### config.mk
export PLATFORM = sky130hd
export DESIGN_NAME = cgbs_ram
export DESIGN_NICKNAME = d
export VERILOG_FILES = /design/src/rtl/cgbs_ram.sv
export SDC_FILE = /design/constraint.sdc
export NUM_CORES = 1
export LEC_CHECK = 0
export ABC_AREA = 1
export ABC_CLOCK_PERIOD_IN_PS = 1300
export BUFFER_PORTS_ARGS = -buffer_cell sky130_fd_sc_hd__buf_2
export CAP_MARGIN = 20
export CORE_ASPECT_RATIO = 1.4
export CORE_MARGIN = 2
export CORE_UTILIZATION = 40
export CTS_CLUSTER_DIAMETER = 50
export DETAILED_ROUTE_END_ITERATION = 12
export SLEW_MARGIN = 20
export SYNTH_ARGS = -nofsm -noshare
export SYNTH_HDL_FRONTEND = slang
export SYNTH_SLANG_ARGS = --single-unit
### constraint.sdc
create_clock -name clk -period 1.3 [get_ports clk]
set_input_delay 0.195 -clock clk [delete_from_list [all_inputs] [get_ports clk]]
set_output_delay 0.195 -clock clk [all_outputs]
set_load 0.02 [all_outputs]
### src/rtl/cgbs_ram.sv
// ----------------------------------------------------------------------------
// cgbs_ram
// Generic simple dual port RAM: one write port, one read port, registered read.
// ----------------------------------------------------------------------------
`default_nettype none

module cgbs_ram #(
    parameter int WIDTH = 8,
    parameter int DEPTH = 2
) (
    input  wire                  clk,
    input  wire                  we,
    input  wire [((DEPTH > 1) ? $clog2(DEPTH) : 1)-1:0] waddr,
    input  wire [WIDTH-1:0]      wdata,
    input  wire [((DEPTH > 1) ? $clog2(DEPTH) : 1)-1:0] raddr,
    output logic [WIDTH-1:0]     rdata
);

    logic [WIDTH-1:0] mem_reg [DEPTH];

    always_ff @(posedge clk)
    begin
        if (we)
        begin
            mem_reg[waddr] <= wdata;
        end
        rdata <= mem_reg[raddr];
    end

endmodule

`default_nettype wire

==> qor.txt <==
status -> finished, final reports clean
clock share of power -> 24.2%
Routed WL -> 958 um
post-CTS setup buffer count -> 0
yosys warns -> 0
Cells after Synth -> 54
Fillers -> 157
CTS tree -> done
largest net degree at the start of global routing -> 14
crit-path leading delay family -> flip-flops
sequential share of power -> 67.4%
core outline area -> 1780 sq um
sinks on the clock net -> 24
antenna-violating nets left -> 0
Hold Buf Count CTS -> 0
Clock transition at path regs -> 0.12 ns
max reg flops -> 16
commonest cells after routing, fill and taps aside -> nand2_1, buf_2, edfxtp_1
first-pass GRT wire length -> 1.66 mm
CP required -> 1.11 ns
placed cell count -> 93
fmax -> 1030 MHz
DRC viols -> 0
Final setup viols -> 0
most common cell after layout, fill and taps aside -> nand2_1
Worst VDD drop -> 649 uV
Slew @ Worst Pin -> 0.299 ns
Max Clock Skew -> 0.00274 ns
CP Cell Sequence -> buf_2
number of global-route vias before repair -> 344
total negative slack -> 0 ns
Mean Syn Cell Area -> 14.1 sq um
GR Overflow Total -> 0
Hold Path Depth -> 1
fin area -> 903 sq um
H-tree depth -> 1
Seq. cell area -> 641 sq um
I/O Buffers -> 19
Reg2Reg Depth -> 2
Clock Latency Late Sink -> 0.30 ns
Syn Nets -> 66
ratio of cells with drive above 1 in the final layout -> 31.2%
Wirelength per Cell -> 9.88 um
# IOs -> 20
detailed router's first-iteration violation count -> 2
Critical Path AT -> 0.78 ns
# rows -> 18
Worst path slowest cell -> dfxtp_1
number of vias per cell -> 4.32
Tot GR Track Use -> 11.3%
area delta synth->final -> 18.7%
RSZ-0062 raised after global routing -> false
PostCTS Resize Cnt -> 0
Worst R2R Start -> mem_reg[1][6]
r2r endpoint -> rdata[6]
# Max-Cap Violations -> 0
clock buffer depth -> 2
crit path kind -> register to output pin
Hold EP -> mem_reg[1][1]
die height -> 55.6 um
Lkg Pwr -> 0.406 nW
crit share post-route -> 74.8%
ant diodes -> 0
final non-filler cell total -> 97
Mapped Area -> 761 sq um
GP Congestion -> 0.645
reg-to-reg setup timing slack -> 0.71 ns
Clock Root Buffer -> clkbuf_4
CP max stage delay -> 0.32 ns
Sw Share -> 21.3%
Die Wd -> 40.9 um
crit path max fanout -> 1
DRT Pass-1 Iters -> 3
DP Area -> 877 sq um
combinational power share -> 8.4%
Yosys reg bits -> 24
multi-input logic area -> 97.6 sq um
Num CTS Buffers -> 3
beginning of the worst hold path -> wdata[1]
Via Count -> 419
die footprint -> 2270 sq um
Critical Path End Type -> output pin
Seq/Total Area, Yosys -> 84.2%
Final Max Slew Viols -> 0
dpl hpwl -> 681 um
relative slew slack -> 80.1%
nets -> 90
post-synth cell types -> 7
Power Dens Cells -> 1450 nW/um^2
Startpoint Class -> register
Tmin final -> 0.973 ns
Hold Path Class -> input port to register
Initial Util -> 42.8%
initial antenna violation count -> 0
WP buf/inv -> 1
Int Power -> 1.03 mW
Sw Pwr -> 279 uW
endpoints failing hold -> 0
[synth_stat cells]
cell	n	area, sq um
nor2_1	1	3.75
inv_2	1	3.75
nand2_1	25	93.8
dfxtp_1	8	160
buf_6	1	11.3
edfxtp_1	16	480
inv_1	2	7.51
[stage by stage]
stage	utilization (%)	power [mW]	hold slack (ns)	setup slack [ns]
detailed placement	49.3	1.01	0.387	0.393
global placement	49.3	1.01	0.385	0.415
global route	50.8	1.39	0.0458	0.263
finish	50.8	1.31	0.0711	0.327
CTS	50.8	1.33	0.0572	0.307
floorplan	-	0.966	0.294	0.345
[logic make-up (layout without fill, tap and decap cells)]
group / Yosys count / in the layout / share of synthesized area [%]
buffers and inverters: 4 / 27 / 2.96
DFF: 24 / 24 / 84.2
and+or+nand+nor: 26 / 26 / 12.8
[final cells by class]
| class | instances | share of cell area, % |
|---|---|---|
| Timing Repair Buffer | 20 | 11.4 |
| Clock buffer | 4 | 2.91 |
| Inverter | 3 | 1.25 |
| Sequential cell | 24 | 70.9 |
| Multi-Input combinational cell | 26 | 10.8 |
| Tap cell | 20 | 2.77 |
[worst max path at each step]
| stage | startpoint | to | depth (start not counted) |
|---|---|---|---|
| 2_1_floorplan | we | mem_reg[0][0] | 2 |
| 3_3_place_gp | waddr | mem_reg[1][3] | 3 |
| 3_5_place_dp | waddr | mem_reg[1][3] | 3 |
| 4_1_cts | rdata[0] | rdata[0] | 1 |
| 5_1_grt | rdata[7] | rdata[7] | 1 |
| 6_report | rdata[0] | rdata[0] | 1 |
[power groups by stage]
stage          Combinational, mW  Sequential (mW)  Clock [mW]
2_1_floorplan             0.0353            0.931           0
3_3_place_gp               0.111            0.901           0
3_5_place_dp               0.112            0.902           0
4_1_cts                    0.112            0.885       0.336
5_1_grt                    0.125            0.891       0.375
6_report                   0.110            0.884       0.317
[per-layer routing]
| metal | wire, um | vias to the layer above | GRT usage, % |
|---|---|---|---|
| met5 | 0 | - | 0 |
| met3 | 50 | 2 | 1.20 |
| li1 | - | 222 | - |
| met4 | 20 | 0 | 10.0 |
| met1 | 394 | 181 | 14.8 |
| met2 | 492 | 14 | 15.4 |
(Power assumes the default switching activity.)
